--- config.mk ---
export PLATFORM = sky130hd
export DESIGN_NAME = c_string_literal_unescape_core
export DESIGN_NICKNAME = d
export VERILOG_FILES = /design/src/csu_pkg.sv /design/src/c_string_literal_unescape_core.sv
export SDC_FILE = /design/constraint.sdc
export NUM_CORES = 1
export LEC_CHECK = 0
export BUFFER_PORTS_ARGS = -buffer_cell sky130_fd_sc_hd__buf_2
export CAP_MARGIN = 20
export CELL_PAD_IN_SITES_DETAIL_PLACEMENT = 0
export CELL_PAD_IN_SITES_GLOBAL_PLACEMENT = 1
export CORE_UTILIZATION = 49
export DETAILED_ROUTE_END_ITERATION = 16
export PLACE_DENSITY_LB_ADDON = 0.1
export SETUP_SLACK_MARGIN = 0.4
export SLEW_MARGIN = 20
export SYNTH_ARGS = -nofsm -noshare
export SYNTH_HDL_FRONTEND = slang
export SYNTH_SLANG_ARGS = --single-unit
--- constraint.sdc ---
create_clock -name clk -period 4.1 [get_ports clk]
set_input_delay 0.205 -clock clk [delete_from_list [all_inputs] [get_ports clk]]
set_output_delay 0.205 -clock clk [all_outputs]
set_load 0.05 [all_outputs]
--- src/csu_pkg.sv ---
// ----------------------------------------------------------------------------
// csu_pkg
// Types and constants for the C string literal unescape core.
// ----------------------------------------------------------------------------
package csu_pkg;

  typedef struct packed {
    logic [7:0] char_in;
    logic       last_char;
  } csu_in_t;

  typedef struct packed {
    logic [7:0] byte_out;
    logic       byte_present;
    logic       end_of_literal;
    logic [1:0] status;
  } csu_out_t;

  typedef enum logic [2:0] {
    MODE_IDLE = 3'd0,
    MODE_BODY = 3'd1,
    MODE_ESC  = 3'd2,
    MODE_OCT  = 3'd3,
    MODE_HEX  = 3'd4,
    MODE_SKIP = 3'd5
  } csu_mode_t;

  typedef enum logic [1:0] {
    ST_OK        = 2'd0,
    ST_BAD_HEX   = 2'd1,
    ST_UNTERM    = 2'd2
  } csu_status_t;

  localparam logic [7:0] CH_QUOTE  = 8'h22;
  localparam logic [7:0] CH_BSLASH = 8'h5c;
  localparam logic [7:0] CH_X      = 8'h78;
  localparam logic [7:0] CH_B      = 8'h62;
  localparam logic [7:0] CH_F      = 8'h66;
  localparam logic [7:0] CH_N      = 8'h6e;
  localparam logic [7:0] CH_R      = 8'h72;
  localparam logic [7:0] CH_T      = 8'h74;
  localparam logic [7:0] CH_A      = 8'h61;
  localparam logic [7:0] CH_V      = 8'h76;

  localparam int OQ_DEPTH = 4;
  localparam int OQ_AW    = $clog2(OQ_DEPTH);

  function automatic csu_out_t make_byte(input logic [7:0] b);
    csu_out_t r;
    r.byte_out       = b;
    r.byte_present   = 1'b1;
    r.end_of_literal = 1'b0;
    r.status         = ST_OK;
    return r;
  endfunction

  function automatic csu_out_t make_end(input csu_status_t st);
    csu_out_t r;
    r.byte_out       = 8'd0;
    r.byte_present   = 1'b0;
    r.end_of_literal = 1'b1;
    r.status         = st;
    return r;
  endfunction

endpackage

--- src/c_string_literal_unescape_core.sv ---
// ----------------------------------------------------------------------------
// c_string_literal_unescape_core
// Decodes a quoted C string literal, one character per transfer, into bytes.
// ----------------------------------------------------------------------------
//  channel  | ports                         | carries
//  input    | in_valid, in_ready, in_data   | one raw character, last flag
//  result   | out_valid, out_ready, out_data| decoded byte or end status
//
// one character is decoded per cycle; the decode state updates on the same
// edge as the input transfer and results go into a 4-entry result queue.
// a character gives at most two results, so input is taken while the queue
// has at least two free entries; sustained rate is one character per cycle as
// long as the result side drains results as fast as they are produced.
// reset returns the decoder to waiting for the opening character (its value is
// not checked) and empties the queue.
// ----------------------------------------------------------------------------
module c_string_literal_unescape_core
  import csu_pkg::*;
(
  input  logic     clk,
  input  logic     rst_n,
  input  logic     in_valid,
  output logic     in_ready,
  input  csu_in_t  in_data,
  output logic     out_valid,
  input  logic     out_ready,
  output csu_out_t out_data
);

  csu_mode_t  mode_r, mode_nxt;
  logic [8:0] esc_r, esc_nxt;
  logic [1:0] cnt_r, cnt_nxt;

  csu_out_t   oq_r [OQ_DEPTH];
  logic [OQ_AW-1:0] head_r, head_nxt, tail_r, tail_nxt;
  logic [OQ_AW:0]   fill_r, fill_nxt;

  logic       in_xfer, out_xfer;
  logic [7:0] c;
  logic       last;
  logic       is_oct, is_hex, body;
  logic [3:0] hex_d;
  logic [8:0] oct_v;
  logic [7:0] hex_v;
  logic [1:0] cnt_inc;
  logic       pre_vld, main_vld;
  csu_out_t   pre_res, main_res;
  logic       push0, push1;
  csu_out_t   res0, res1;

  assign c    = in_data.char_in;
  assign last = in_data.last_char;

  assign in_ready  = (fill_r <= (OQ_AW+1)'(OQ_DEPTH - 2));
  assign out_valid = (fill_r != '0);
  assign out_data  = oq_r[head_r];
  assign in_xfer   = in_valid && in_ready;
  assign out_xfer  = out_valid && out_ready;

  // character classes
  always_comb begin
    is_oct = (c >= "0") && (c <= "7");
    is_hex = 1'b1;
    hex_d  = 4'd0;
    if ((c >= "0") && (c <= "9")) begin
      hex_d = 4'(c - "0");
    end else if ((c >= "a") && (c <= "f")) begin
      hex_d = 4'(c - "a" + 8'd10);
    end else if ((c >= "A") && (c <= "F")) begin
      hex_d = 4'(c - "A" + 8'd10);
    end else begin
      is_hex = 1'b0;
    end
  end

  assign oct_v   = {esc_r[5:0], c[2:0]};
  assign hex_v   = {esc_r[3:0], hex_d};
  assign cnt_inc = cnt_r + 2'd1;

  // decode
  always_comb begin
    mode_nxt = mode_r;
    esc_nxt  = esc_r;
    cnt_nxt  = cnt_r;
    pre_vld  = 1'b0;
    pre_res  = make_byte(esc_r[7:0]);
    main_vld = 1'b0;
    main_res = make_byte(c);
    body     = 1'b0;
    case (mode_r)
      MODE_BODY: begin
        body = 1'b1;
      end
      MODE_SKIP: begin
        if (last) begin
          mode_nxt = MODE_IDLE;
        end
      end
      MODE_OCT: begin
        if (is_oct) begin
          if (last) begin
            main_vld = 1'b1;
            main_res = make_end(ST_UNTERM);
            mode_nxt = MODE_IDLE;
            esc_nxt  = '0;
            cnt_nxt  = '0;
          end else if (cnt_inc == 2'd3) begin
            main_vld = 1'b1;
            main_res = make_byte(oct_v[7:0]);
            mode_nxt = MODE_BODY;
            esc_nxt  = '0;
            cnt_nxt  = '0;
          end else begin
            esc_nxt = oct_v;
            cnt_nxt = cnt_inc;
          end
        end else begin
          pre_vld  = 1'b1;
          mode_nxt = MODE_BODY;
          esc_nxt  = '0;
          cnt_nxt  = '0;
          body     = 1'b1;
        end
      end
      MODE_HEX: begin
        if (is_hex) begin
          if (last) begin
            main_vld = 1'b1;
            main_res = make_end(ST_UNTERM);
            mode_nxt = MODE_IDLE;
            esc_nxt  = '0;
            cnt_nxt  = '0;
          end else if (cnt_inc >= 2'd2) begin
            main_vld = 1'b1;
            main_res = make_byte(hex_v);
            mode_nxt = MODE_BODY;
            esc_nxt  = '0;
            cnt_nxt  = '0;
          end else begin
            esc_nxt = {1'b0, hex_v};
            cnt_nxt = cnt_inc;
          end
        end else if (cnt_r == 2'd0) begin
          main_vld = 1'b1;
          main_res = make_end(ST_BAD_HEX);
          mode_nxt = last ? MODE_IDLE : MODE_SKIP;
          esc_nxt  = '0;
          cnt_nxt  = '0;
        end else begin
          pre_vld  = 1'b1;
          mode_nxt = MODE_BODY;
          esc_nxt  = '0;
          cnt_nxt  = '0;
          body     = 1'b1;
        end
      end
      MODE_ESC: begin
        if (last) begin
          main_vld = 1'b1;
          main_res = make_end(ST_UNTERM);
          mode_nxt = MODE_IDLE;
          esc_nxt  = '0;
          cnt_nxt  = '0;
        end else begin
          mode_nxt = MODE_BODY;
          main_vld = 1'b1;
          case (c)
            CH_B: main_res = make_byte(8'd8);
            CH_F: main_res = make_byte(8'd12);
            CH_N: main_res = make_byte(8'd10);
            CH_R: main_res = make_byte(8'd13);
            CH_T: main_res = make_byte(8'd9);
            CH_A: main_res = make_byte(8'd7);
            CH_V: main_res = make_byte(8'd11);
            CH_X: begin
              main_vld = 1'b0;
              mode_nxt = MODE_HEX;
              esc_nxt  = '0;
              cnt_nxt  = '0;
            end
            default: begin
              if (is_oct) begin
                main_vld = 1'b0;
                mode_nxt = MODE_OCT;
                esc_nxt  = {6'd0, c[2:0]};
                cnt_nxt  = 2'd1;
              end
            end
          endcase
        end
      end
      default: begin
        if (last) begin
          main_vld = 1'b1;
          main_res = make_end(ST_UNTERM);
          mode_nxt = MODE_IDLE;
        end else begin
          mode_nxt = MODE_BODY;
        end
        esc_nxt = '0;
        cnt_nxt = '0;
      end
    endcase

    // plain body character
    if (body) begin
      if (last) begin
        main_vld = 1'b1;
        main_res = make_end((c == CH_QUOTE) ? ST_OK : ST_UNTERM);
        mode_nxt = MODE_IDLE;
        esc_nxt  = '0;
        cnt_nxt  = '0;
      end else if (c == CH_BSLASH) begin
        mode_nxt = MODE_ESC;
      end else begin
        main_vld = 1'b1;
        main_res = make_byte(c);
      end
    end
  end

  // order results into queue slots
  always_comb begin
    push0 = in_xfer && (pre_vld || main_vld);
    push1 = in_xfer && pre_vld && main_vld;
    res0  = pre_vld ? pre_res : main_res;
    res1  = main_res;
  end

  always_comb begin
    tail_nxt = tail_r;
    head_nxt = head_r;
    fill_nxt = fill_r;
    if (push0) begin
      tail_nxt = push1 ? tail_r + OQ_AW'(2) : tail_r + OQ_AW'(1);
    end
    if (out_xfer) begin
      head_nxt = head_r + OQ_AW'(1);
    end
    fill_nxt = fill_r + (OQ_AW+1)'(push0) + (OQ_AW+1)'(push1) - (OQ_AW+1)'(out_xfer);
  end

  always_ff @(posedge clk) begin
    if (!rst_n) begin
      mode_r <= MODE_IDLE;
      esc_r  <= '0;
      cnt_r  <= '0;
      head_r <= '0;
      tail_r <= '0;
      fill_r <= '0;
    end else begin
      if (in_xfer) begin
        mode_r <= mode_nxt;
        esc_r  <= esc_nxt;
        cnt_r  <= cnt_nxt;
      end
      head_r <= head_nxt;
      tail_r <= tail_nxt;
      fill_r <= fill_nxt;
    end
  end

  // result queue storage
  always_ff @(posedge clk) begin
    if (push0) begin
      oq_r[tail_r] <= res0;
    end
    if (push1) begin
      oq_r[tail_r + OQ_AW'(1)] <= res1;
    end
  end

endmodule
* Yosys cells after proc, flatten, opt, wreduce, memory -nomap -nowiden *
Memory sizes are Yosys's and may differ from the RTL's. A register that Yosys moved wholly into a read port is not among the register bits.
Cells that the tools add are included.

word-level totals
  input bits = 13
  memories kept = 1
  output and inout bits = 14
  bits in registers = 21
  word-level logic and storage cells = 147
  bits in writable memories = 48

cells by class
  muxes and demuxes = 89
  reduce and logical (&&, ||, !) cells = 14
  $add $sub $neg = 12
  equality and inequality tests = 16
  magnitude comparators = 9

memory list
  name  depth  bits a word  read ports  clocked after memory_dff  wr ports  RTL line                              text
  oq_r  4      12           1           1                         2         c_string_literal_unescape_core.sv:34  csu_out_t oq_r [OQ_DEPTH];

operators with widths
  operator               count
  $mux W12               13
  $pmux W12 S7           1
  $eq A8 B7 Y1 const B   9
  $mux W9                8
  $pmux W12 S4           1
  $mux W3                13
  $pmux W9 S4            1
  $mux W2                15
  $mux W1                23
  $pmux W9 S2            1
  $ge A8 B7 Y1 const B   2
  $le A8 B6 Y1 const B   2
  $le A8 B7 Y1 const B   2
  $mux W8                2
  $pmux W3 S5            1
  $mux W4                3
  $sub A4 B1 Y4 const B  3
  $logic_and A1 B1 Y1    9
  $add A4 B4 Y4 const B  2
  $eq A8 B6 Y1 const B   1
  $ge A8 B6 Y1 const B   1
  $pmux W2 S4            1
  $reduce_or A7 Y1       1
  $add A2 B1 Y2 const B  3
  18 further kinds       22

* Depth between registers and ports, before layout *
Gate-level depths: netlist of run 1.

  depth after elaboration = 15
  gate-level depth with buffers = 16
  mapped depth without buffers = 14

* Worst setup path before layout of run 1 *
OpenSTA, ideal clock, no wires.

  kind = input-to-reg
  from = input port in_data[2] (netlist name)
  to = register fill_r[2]
  cell stages on the path = 15
  setup time = 0.115 ns
  path slack = 0.565 ns
  path buffers = 1
  required time = 3.985 ns
  arrival time = 3.420 ns
  cells stage by stage = buf_2 > inv_1 > ha_1 > nor3b_1 > nor4_4 > nor3_1 > a31oi_4 > nand3_1 > nand2_1 > ha_1 > inv_1 > fa_1 > fa_1 > xnor2_1 > and2_1

between the ends
  cells in the longest elaborated chain, start to end = 15
  elaborated cells on any way between the ends = 43
  classes of those cells = add/sub (3); order compare (7); eq/ne (9); mux (15); reduce/logical (9)

ends and longest elaborated chain
  element                                              RTL line                               text
  start: declaration                                   c_string_literal_unescape_core.sv:24   input csu_in_t in_data,
  $ge A8 B7 Y1 / $le A8 B7 Y1 (equally long branches)  c_string_literal_unescape_core.sv:69   end else if ((c >= "A") && (c <= "F")) begin
  $logic_and A1 B1 Y1                                  c_string_literal_unescape_core.sv:69
  $mux W1                                              c_string_literal_unescape_core.sv:69
  $mux W1                                              c_string_literal_unescape_core.sv:67   end else if ((c >= "a") && (c <= "f")) begin
  $mux W1                                              c_string_literal_unescape_core.sv:65   if ((c >= "0") && (c <= "9")) begin
  $mux W1                                              c_string_literal_unescape_core.sv:126  if (is_hex) begin
  $pmux W1 S4                                          c_string_literal_unescape_core.sv:90   case (mode_r)
  $mux W1                                              c_string_literal_unescape_core.sv:213  end else if (c == CH_BSLASH) begin
  $mux W1                                              c_string_literal_unescape_core.sv:207  if (last) begin
  $mux W1                                              c_string_literal_unescape_core.sv:206  if (body) begin
  $logic_or A1 B1 Y1                                   c_string_literal_unescape_core.sv:224  push0 = in_xfer && (pre_vld || main_vld);
  $logic_and A1 B1 Y1                                  c_string_literal_unescape_core.sv:224
  $add A3 B1 Y3                                        c_string_literal_unescape_core.sv:240  fill_nxt = fill_r + (OQ_AW+1)'(push0) + (OQ_AW+1)'(push1) - (OQ_AW+1)'(out_xfer);
  $add A3 B1 Y3 *                                      c_string_literal_unescape_core.sv:240
  $sub A3 B1 Y3 *                                      c_string_literal_unescape_core.sv:240
  end signal: assignment                               c_string_literal_unescape_core.sv:259  fill_r <= fill_nxt;
  end: declaration                                     c_string_literal_unescape_core.sv:36   logic [OQ_AW:0] fill_r, fill_nxt;

Mark *: on every way between the ends. The rest lies on a longest branch, timed or not.
A chain may end at the register's enable or synchronous reset.

* Worst setup path in the final report of run 1 *
  from = register cnt_r[0]
  to = register fill_r[2]

between the ends
  cells in the longest elaborated chain, start to end = 14
  elaborated cells on any way between the ends = 26
  classes of those cells = add/sub (4); order compare (1); eq/ne (1); mux (15); reduce/logical (5)

ends and longest elaborated chain
  element                                              RTL line                                                                      text
  start: declaration                                   c_string_literal_unescape_core.sv:32                                          logic [1:0] cnt_r, cnt_nxt;
  start signal: assignment                             c_string_literal_unescape_core.sv:255                                         cnt_r <= cnt_nxt;
  $add A2 B1 Y2                                        c_string_literal_unescape_core.sv:78                                          assign cnt_inc = cnt_r + 2'd1;
  $ge A2 B2 Y1 / $eq A2 B2 Y1 (equally long branches)  c_string_literal_unescape_core.sv:133, c_string_literal_unescape_core.sv:107
  $mux W1 (on tied branches)                           c_string_literal_unescape_core.sv:133, c_string_literal_unescape_core.sv:107
  $mux W1 (on tied branches)                           c_string_literal_unescape_core.sv:127, c_string_literal_unescape_core.sv:101
  $mux W1 (on tied branches)                           c_string_literal_unescape_core.sv:126, c_string_literal_unescape_core.sv:100
  $pmux W1 S4                                          c_string_literal_unescape_core.sv:90
  $mux W1                                              c_string_literal_unescape_core.sv:213
  $mux W1                                              c_string_literal_unescape_core.sv:207
  $mux W1                                              c_string_literal_unescape_core.sv:206
  $logic_or A1 B1 Y1                                   c_string_literal_unescape_core.sv:224
  $logic_and A1 B1 Y1                                  c_string_literal_unescape_core.sv:224
  $add A3 B1 Y3                                        c_string_literal_unescape_core.sv:240
  $add A3 B1 Y3 *                                      c_string_literal_unescape_core.sv:240
  $sub A3 B1 Y3 *                                      c_string_literal_unescape_core.sv:240

Marked as above.

==> impl_metrics.json, run 1 <==
{
  "final_nets": 539,
  "syn_inst": 487,
  "critical_path_arrival_ps": 3540,
  "p_per_area_nw_per_um2": 451,
  "clk_pin_slew_worst_paths_ps": 90,
  "worstReg2RegEnd": "fill_r[2]",
  "htree_levels": 3,
  "cts.sink_count": 70,
  "dieArea_um2": 10600,
  "timing.final.crit_share_pct": 80.5,
  "cts_resized": 0,
  "synth_seq_cells": 70,
  "core_area_um2": 9820,
  "cap_violations": 0,
  "crit_fanout": 9,
  "cts-root-buf": "clkbuf_8",
  "timing.rr.start": "cnt_r[0]",
  "antenna_found_initial": 0,
  "synth_area_um2": 4970,
  "fmax_mhz": 303,
  "end_kind": "register",
  "reg2reg_slack_ps": 800,
  "ant_nets": 0,
  "synth_most_common_cell": "edfxtp_1",
  "grt_util_all_layers_pct": 28.7,
  "num_antenna_cells": 0,
  "synth.distinct_cells": 74,
  "yosysWarnings": 0,
  "ys_async_sr_fraction_pct": 0,
  "setup_violations": 0,
  "viasPerCell": 6.35,
  "peakVddDrop_mv": 0.474,
  "cts_made_buffers": 9,
  "clock_skew_ps": 14.8,
  "dp_hpwl_mm": 10.2,
  "fp.dieW_um": 103,
  "cts_hold_buf": 0,
  "fin_crit_ps": 3300,
  "rsz0062_at_grt": "false",
  "cts_buffer_depth": 2,
  "min_from": "rst_n",
  "r2r_cells": 14,
  "hold_path_end": "tail_r[1]",
  "grt_pass1_vias": 3999,
  "fin_area_um2": 5490,
  "synthToLayoutAreaGrowth_pct": 10.3,
  "overflow": 0,
  "portBuffers": 26,
  "ys.flop_type": "edfxtp_1",
  "synth_area_leaders": "edfxtp_1, dfxtp_1, mux2_1",
  "worstMarginPinSlew_ps": 878,
  "critPathRequiredTime_ps": 4350,
  "finalSetupTns_ps": 0,
  "grt_max_degree": 22,
  "rows": 36,
  "start_kind": "register",
  "clk_latency_ps": 340,
  "avgSynthCellArea_um2": 10.2,
  "io_pins": 27,
  "hold_violations": 0,
  "drt_iter0_drc": 350,
  "slew-limit-headroom_pct": 41.4,
  "criticalPathCategory": "register to register",
  "die_h_um": 103,
  "yosysSeqAreaShare_pct": 37.8,
  "leakage_nw": 1.98,
  "grt_pass1_wl_mm": 22.4,
  "synth_nets": 516,
  "maxSlewViolCount": 0,
  "globalplace.congestion": 0.973,
  "holdPathStages": 2,
  "synth_edf_count": 48,
  "vias": 4115,
  "wl_mm": 14.2,
  "layout-drive-gt1-share_pct": 18.3,
  "route.detailed.drc": 0,
  "synth_area_leader_cell": "edfxtp_1",
  "cts_setup_buffers": 0,
  "startpoint": "cnt_r[0]",
  "yosysTopAreaCellShare_pct": 29.0,
  "run_status": "completed",
  "initial_core_util_pct": 50.6,
  "wl_per_cell_um": 21.8,
  "synth_commonest_cells": "edfxtp_1, nand2_1, nor2_1",
  "dpl-instance-area_um2": 5260,
  "hp-class": "input port to register",
  "first_pass_iters": 5,
  "hold_ws_ps": 246,
  "cts_tree": "built"
}
==> cells by family (layout without fill, tap and decap cells) <==
kind of cell / Yosys count / after routing / synth area share (%)
DFF: 70 / 70 / 37.8
muxes: 48 / 48 / 13.5
and+or+nand+nor: 152 / 152 / 16.7
AOI/OAI and AO/OA: 140 / 140 / 22.0
adders and majority gates: 16 / 16 / 4.33
xor gates and xnor gates: 4 / 4 / 0.705
buffers and inverters: 57 / 85 / 4.96
==> routing by layer <==
metal | global-route usage (%) | vias up | share of wire (%)
met3 | 6.24 | 22 | 7.1
met5 | 0 | - | 0
met4 | 11.4 | 0 | 2.6
li1 | - | 1903 | -
met2 | 44.1 | 181 | 46
met1 | 39.4 | 2009 | 44
==> worst max-delay path: stages, from the launching register on <==
cell and delay (ps):
dfxtp_1 330, inv_1 130, ha_1 410, nand2_1 130, o31a_1 250, o22ai_1 180, a2bb2oi_2 130, nand3_1 160
nand2_1 70, ha_1 300, inv_1 50, fa_1 390, fa_1 380, xnor2_1 140, and2_1 150
==> cells in the final DEF, fill, tap and decap left out, drive strengths merged, types with 11 or more instances in the layout <==
| cell | instances |
|---|---|
| a21oi | 20 |
| a22o | 14 |
| a31oi | 11 |
| and2 | 11 |
| buf | 47 |
| dfxtp | 22 |
| edfxtp | 48 |
| ha | 14 |
| inv | 22 |
| mux2 | 32 |
| mux4 | 12 |
| nand2 | 42 |
| nand3 | 11 |
| nor2 | 30 |
| o21ai | 29 |
==> flip-flops by register name, indices dropped and copies added, names as in the netlist, named ones only <==
register  count
head_r        2
fill_r        3
mode_r        3
tail_r        2
esc_r         8
oq_r         48
cnt_r         2
==> where the power goes <==
part / switching (W) / total (W) / internal, W
Sequential: 0.0000676 / 0.000914 / 0.000847
Clock: 0.000262 / 0.000610 / 0.000348
Combinational: 0.000617 / 0.000950 / 0.000332
==> how the worst max path moves through the flow <==
stage | endpoint | slack (ps) | depth (start not counted)
floorplan | fill_r[2] | 560 | 15
global placement | fill_r[2] | 550 | 15
detailed placement | fill_r[2] | 480 | 15
CTS | fill_r[2] | 820 | 14
global route | fill_r[2] | 560 | 15
finish | fill_r[2] | 800 | 14
==> stage by stage <==
stage	instances	util [%]	total power [W]	setup WS (ps)
floorplan	487	-	0.00165	565
global placement	632	53.6	0.00187	548
detailed placement	632	53.6	0.00188	479
CTS	648	55.9	0.00249	824
global route	648	55.9	0.00262	560
finish	648	55.9	0.00247	801
==> layout make-up <==
cell class              instances  area, um2
clock buffers                  10        128
well taps                     133        166
repair buffers                 47        288
fillers                       904       4330
clock inverters                 6       95.1
multi-input cells             360       2850
flip-flops and latches         70       1880
inverters                      22       82.6
(Power assumes the default switching activity.)
==> run 2, diff against run 1 <==
CORE_UTILIZATION = 44   (was 49)
clock period = 2.76 ns   (was 4.1 ns; I/O delays follow)
==> run 2 against run 1 <==
  * Setup slack got worse by 760 ps
  * Sequential cell count did not move
  * Cell count rose by 17%
  * Final area increased by 28%
  * Clock skew is 5.0 ps lower
  * Count of clock-buffer cells in the layout shrank 1
  * Sequential share of layout area fell by 7.5 points
  * Global-route usage fell by 0.71 points
  * Routed wire length grew 11%
  * Sequential power up 44%
==> impl_metrics.json, run 2 (synthesis results as in run 1) <==
{
  "run_status": "completed",
  "comb_power_share_pct": 42.6,
  "critical_path_arrival_ps": 2800,
  "first_pass_iters": 5,
  "die_h_um": 108,
  "leakage_nw": 2.68,
  "wl_per_cell_um": 20.9,
  "grt_pass1_vias": 4539,
  "power_w": 0.00437,
  "portBuffers": 26,
  "fmax_mhz": 368,
  "worstMarginPinSlew_ps": 709,
  "cts_buffer_depth": 2,
  "num_antenna_cells": 0,
  "clkPwrFrac_pct": 27.3,
  "grt_util_all_layers_pct": 28.0,
  "reg.largest.list": "oq_r (48), esc_r (8)",
  "timing.final.crit_share_pct": 98.3,
  "end_kind": "register",
  "finalSetupTns_ps": 0,
  "slew-limit-headroom_pct": 52.8,
  "hp-class": "input port to register",
  "p_int_w": 0.00276,
  "p_seq_share_pct": 30.1,
  "grt_max_degree": 26,
  "cpPeakStageDelay_ps": 520,
  "dpl-instance-area_um2": 6120,
  "setup_ws_ps": 45.7,
  "clk_latency_ps": 340,
  "initial_core_util_pct": 45.5,
  "fin_util_pct": 64.4,
  "cts_made_buffers": 9,
  "cts-root-buf": "clkbuf_16",
  "largest_reg_flops": 48,
  "pre_cts_slack_ps": -429,
  "cts_tree": "built",
  "vias": 4476,
  "final_nets": 639,
  "setup_violations": 0,
  "htree_levels": 3,
  "layout_common_cells": "buf_4, edfxtp_1, nand2_1",
  "sw_frac_of_total_pct": 36.8,
  "rows": 38,
  "fin_area_um2": 7050,
  "globalplace.congestion": 0.956,
  "dieArea_um2": 11700,
  "layout_commonest_cell": "buf_4",
  "overflow": 0,
  "viasPerCell": 5.93,
  "synthToLayoutAreaGrowth_pct": 41.7,
  "criticalPathCategory": "input port to register",
  "ant_nets": 0,
  "p_per_area_nw_per_um2": 620,
  "nFillCells": 899,
  "route.detailed.drc": 0,
  "dp_hpwl_mm": 11.3,
  "largest_register": "oq_r",
  "cts.sink_count": 70,
  "maxSlewViolCount": 0,
  "critPathRequiredTime_ps": 2840,
  "peakVddDrop_mv": 0.458,
  "fin_crit_ps": 2710,
  "clock_skew_ps": 9.77,
  "layout-drive-gt1-share_pct": 45.5,
  "cp_cell_sequence": "buf_6, or3b_4, or4_4, a211oi_4, a2bb2oi_4, buf_4, buf_6, buf_6, nand2_8, buf_12, a31oi_4, buf_12, mux2_4",
  "path_common_cell": "buf_6",
  "core_area_um2": 10900,
  "p_sw_w": 0.00161,
  "cp_slowest_cell": "or4_4",
  "drt_iter0_drc": 396,
  "antenna_found_initial": 0,
  "grt_pass1_wl_mm": 24.6,
  "clk_pin_slew_worst_paths_ps": 60,
  "cap_violations": 0,
  "io_pins": 27,
  "rsz0062_at_grt": "true",
  "wl_mm": 15.8,
  "fp.dieW_um": 108,
  "cts_hold_buf": 0,
  "start_kind": "input port",
  "hold_violations": 0,
  "crit_fanout": 10
}
==> run 2: changes by cell type in the layout (fill, tap and decap cells not counted), moves of 9 or more <==
cell	change
buf_6	+12
mux2_4	+32
buf_12	+11
clkbuf_16	+10
clkbuf_8	-9
buf_4	+80
mux2_1	-27
==> run 2: what timing repair did <==
| item | 4_1_cts | 5_1_grt |
|---|---|---|
| gates resized for setup | 63 | 23 |
| setup endpoints to repair | 97 | 106 |
| cloned | 1 | 0 |
| buffers inserted | 19 | 1 |
| pin swaps | 23 | 10 |
==> run 2: cell type report <==
class	count	area, um2	area share (%)
Multi-Input combinational cell	360	3330	47.2
Sequential cell	70	1890	26.8
Timing Repair Buffer	147	1260	17.9
Clock buffer	9	225	3.20
Tap cell	140	175	2.49
Inverter	22	87.6	1.24
Clock inverter	7	81.3	1.15
==> run 2: critical path, delay by kind of cell <==
kind	cells	cell delay, ps
simple gates	3	1000
compound gates	3	630
buf+inv	6	720
mux	1	310
==> run 2: path summary, 6_finish.rpt <==
| kind | from | end | slack, ps | depth (start not counted) |
|---|---|---|---|---|
| setup / recovery | in_data[8] | oq_r[1][9] | 50 | 13 |
| hold / removal | rst_n | tail_r[1] | 190 | 2 |
| setup reg to reg | cnt_r[0] | oq_r[1][9] | 80 | 13 |
| hold reg to reg | mode_r[2] | mode_r[2] | 510 | 2 |
==> run 2: per-stage QoR <==
step | hold WS, ps | instances
after floorplan | 287 | 487
after global placement | 489 | 718
after detailed placement | 499 | 718
after CTS | 180 | 754
after global routing | 197 | 755
final | 194 | 755
==> run 2: per-layer routing <==
layer | up-vias | part of all wire, % | GRT usage (%) | wire, um
met5 | - | 0 | 0 | 0
met4 | 0 | 2.7 | 10.2 | 428
met3 | 42 | 4.8 | 4.88 | 755
met2 | 160 | 48 | 47.0 | 7620
met1 | 2179 | 44 | 35.9 | 6960
li1 | 2095 | - | - | -
==> run 2: power by group through the flow <==
stage	Clock (W)	Combinational, W	Sequential [W]
after floorplan	0	0.00124	0.00132
after global placement	0	0.00165	0.00133
after detailed placement	0	0.00168	0.00134
after CTS	0.00120	0.00182	0.00132
after global routing	0.00124	0.00200	0.00133
final	0.00119	0.00186	0.00132
==> run 3, diff against run 2 <==
ABC_AREA = 1   (was unset)
CORE_UTILIZATION = 41   (was 44)
==> run 3 against run 2 <==
  * Count of clock-buffer cells in the layout up 4
  * Critical path depth up 4
  * Synthesized cell count up 45%
==> impl_metrics.json, run 3 <==
{
  "run_status": "completed",
  "wl_mm": 16.4,
  "worstReg2RegEnd": "fill_r[1]",
  "instances_no_fill": 968,
  "globalplace.congestion": 0.959,
  "hold_violations": 0,
  "synth_nets": 734,
  "grt_pass1_wl_mm": 26.1,
  "clock_skew_ps": 7.58,
  "clk_pin_slew_worst_paths_ps": 60,
  "ys_async_sr_fraction_pct": 0,
  "worstMarginPinSlew_ps": 637,
  "fin_area_um2": 6510,
  "start_kind": "register",
  "path_common_cell": "nand3_2",
  "drt_iter0_drc": 378,
  "criticalPathCategory": "register to register",
  "reg.largest.list": "oq_r (48), esc_r (8)",
  "antenna_found_initial": 0,
  "grt_max_degree": 26,
  "timing.rr.start": "cnt_r[1]",
  "cts-root-buf": "clkbuf_16",
  "timing.final.crit_share_pct": 91.0,
  "fmax_mhz": 398,
  "dp_hpwl_mm": 12.8,
  "synth_most_common_cell": "nand2_1",
  "initial_core_util_pct": 42.3,
  "grt_pass1_vias": 4873,
  "cp_cell_sequence": "buf_6, ha_4, inv_4, nand2_4, nand3_2, nand3_2, inv_2, nand3_2, nand2_2, nand3_4, nand2_4, ha_4, inv_2, fa_2, fa_2, nand2_1, inv_1",
  "overflow": 0,
  "die_h_um": 114,
  "power_w": 0.00465,
  "dpl-instance-area_um2": 5890,
  "cp_slowest_cell": "fa_2",
  "finalSetupTns_ps": 0,
  "dp.cells": 935,
  "synth_commonest_cells": "nand2_1, nor2_1, inv_1",
  "setup_ws_ps": 248,
  "yosysSeqAreaShare_pct": 36.8,
  "hold_path_end": "fill_r[1]",
  "cts_buffer_depth": 2,
  "end_kind": "register",
  "critPathBufInv": 5,
  "layout-drive-gt1-share_pct": 26.3,
  "synth_edf_count": 48,
  "reg2reg_slack_ps": 250,
  "hp-class": "input port to register",
  "largest_register": "oq_r",
  "maxSlewViolCount": 0,
  "clk_latency_ps": 340,
  "p_per_area_nw_per_um2": 714,
  "portBuffers": 26,
  "slew-limit-headroom_pct": 57.5,
  "htree_levels": 3,
  "avgSynthCellArea_um2": 7.26,
  "syn_inst": 705,
  "crit_fanout": 2,
  "route.detailed.drc": 0,
  "synth_seq_cells": 70,
  "vias": 5107,
  "path_delay_family": "adder cells",
  "cts_tree": "built",
  "cpPeakStageDelay_ps": 520,
  "rsz0062_at_grt": "true",
  "synth.distinct_cells": 49,
  "io_pins": 27,
  "num_antenna_cells": 0,
  "largest_reg_flops": 48,
  "ant_nets": 0,
  "fin_crit_ps": 2510,
  "setup_violations": 0,
  "dieArea_um2": 12900,
  "viasPerCell": 5.28,
  "critical_path_arrival_ps": 2810,
  "pre_cts_slack_ps": -96.3,
  "critPathRequiredTime_ps": 3050,
  "r2r_cells": 17,
  "layout_common_cells": "nand2_1, nor2_1, buf_4",
  "cts_made_buffers": 9,
  "final_nets": 824,
  "cap_violations": 0,
  "holdPathStages": 3,
  "synth_area_um2": 5120,
  "crit_cells": 17,
  "fp.dieW_um": 114,
  "yosysTopAreaCellShare_pct": 28.2,
  "layout_commonest_cell": "nand2_1",
  "first_pass_iters": 5,
  "synthToLayoutAreaGrowth_pct": 27.2,
  "core_area_um2": 12100,
  "ys.flop_type": "edfxtp_1",
  "grt_util_all_layers_pct": 26.7,
  "leakage_nw": 2.81,
  "rows": 40,
  "wl_per_cell_um": 17.0,
  "yosysWarnings": 0,
  "peakVddDrop_mv": 0.261,
  "min_from": "rst_n",
  "cts.sink_count": 70,
  "synth_area_leaders": "edfxtp_1, nand2_1, dfxtp_1",
  "synth_area_leader_cell": "edfxtp_1"
}
-- run 3: changes by cell type in the layout (fill, tap and decap cells not counted), sizes merged, moves of 14 or more --
cell / delta
o21ai: +41
nor2: +63
inv: +61
nand3: +35
buf: -49
a22o: -14
o22ai: +18
nand2: +168
mux2: -32
-- run 3: routing by layer --
| metal | GRT usage [%] | share of wire [%] | up-vias |
|---|---|---|---|
| met2 | 47.2 | 50 | 150 |
| met5 | 0 | 0 | - |
| met4 | 9.82 | 2.3 | 0 |
| met3 | 4.09 | 4.6 | 33 |
| met1 | 32.9 | 43 | 2400 |
| li1 | - | - | 2524 |
-- run 3: logic make-up (layout without fill, tap and decap cells) --
group | Yosys count | count (layout) | share of synthesized area (%)
fa+ha+maj | 16 | 16 | 4.21
compound gates | 140 | 140 | 16.1
flops | 70 | 70 | 36.8
buf+inv | 107 | 202 | 8.46
simple gates | 370 | 370 | 34.1
xor+xnor | 2 | 2 | 0.342
-- run 3: worst register-to-register path: stages, from the launching register on --
cell	delay (ps)
dfxtp_2	360
buf_6	110
ha_4	140
inv_4	40
nand2_4	60
nand3_2	100
nand3_2	80
inv_2	40
nand3_2	60
nand2_2	70
nand3_4	80
nand2_4	60
ha_4	260
inv_2	30
fa_2	350
fa_2	520
nand2_1	50
inv_1	50
-- run 3: worst max-delay path by stage --
stage / start / slack (ps) / endpoint
2_1_floorplan: in_data[2] / -90 / fill_r[1]
3_3_place_gp: in_data[2] / -30 / fill_r[1]
3_5_place_dp: in_data[1] / -100 / fill_r[1]
4_1_cts: mode_r[1] / 220 / fill_r[1]
5_1_grt: cnt_r[1] / 130 / fill_r[1]
6_report: cnt_r[1] / 250 / fill_r[1]
-- run 3: where the power goes --
part           total (W)  internal (W)  leakage [nW]  switching (W)
logic            0.00207      0.000666          2.04        0.00141
clock network    0.00117      0.000747         0.146       0.000425
registers        0.00140       0.00133         0.623      0.0000698
total            0.00465       0.00274          2.81        0.00190
-- run 3: per-stage QoR --
step	hold slack, ps	utilization [%]
floorplan	419	-
global placement	453	48.6
detailed placement	455	48.6
CTS	90.9	52.7
global route	123	53.7
finish	95.9	53.7
-- run 3: area by class of cell --
cell class / count / area [um2]
Clock buffer: 13 / 260
Clock inverter: 3 / 42.5
Fill cell: 1177 / 5600
Inverter: 89 / 375
Multi-Input combinational cell: 528 / 3000
Sequential cell: 70 / 1900
Tap cell: 168 / 210
Timing Repair Buffer: 97 / 724
-- run 3: repair_timing --
item	4_1_cts	5_1_grt
gates cloned	0	0
setup endpoints to repair	71	74
resized for setup	38	19
pin swaps	5	7
hold buffers	0	0
setup buffers	8	9
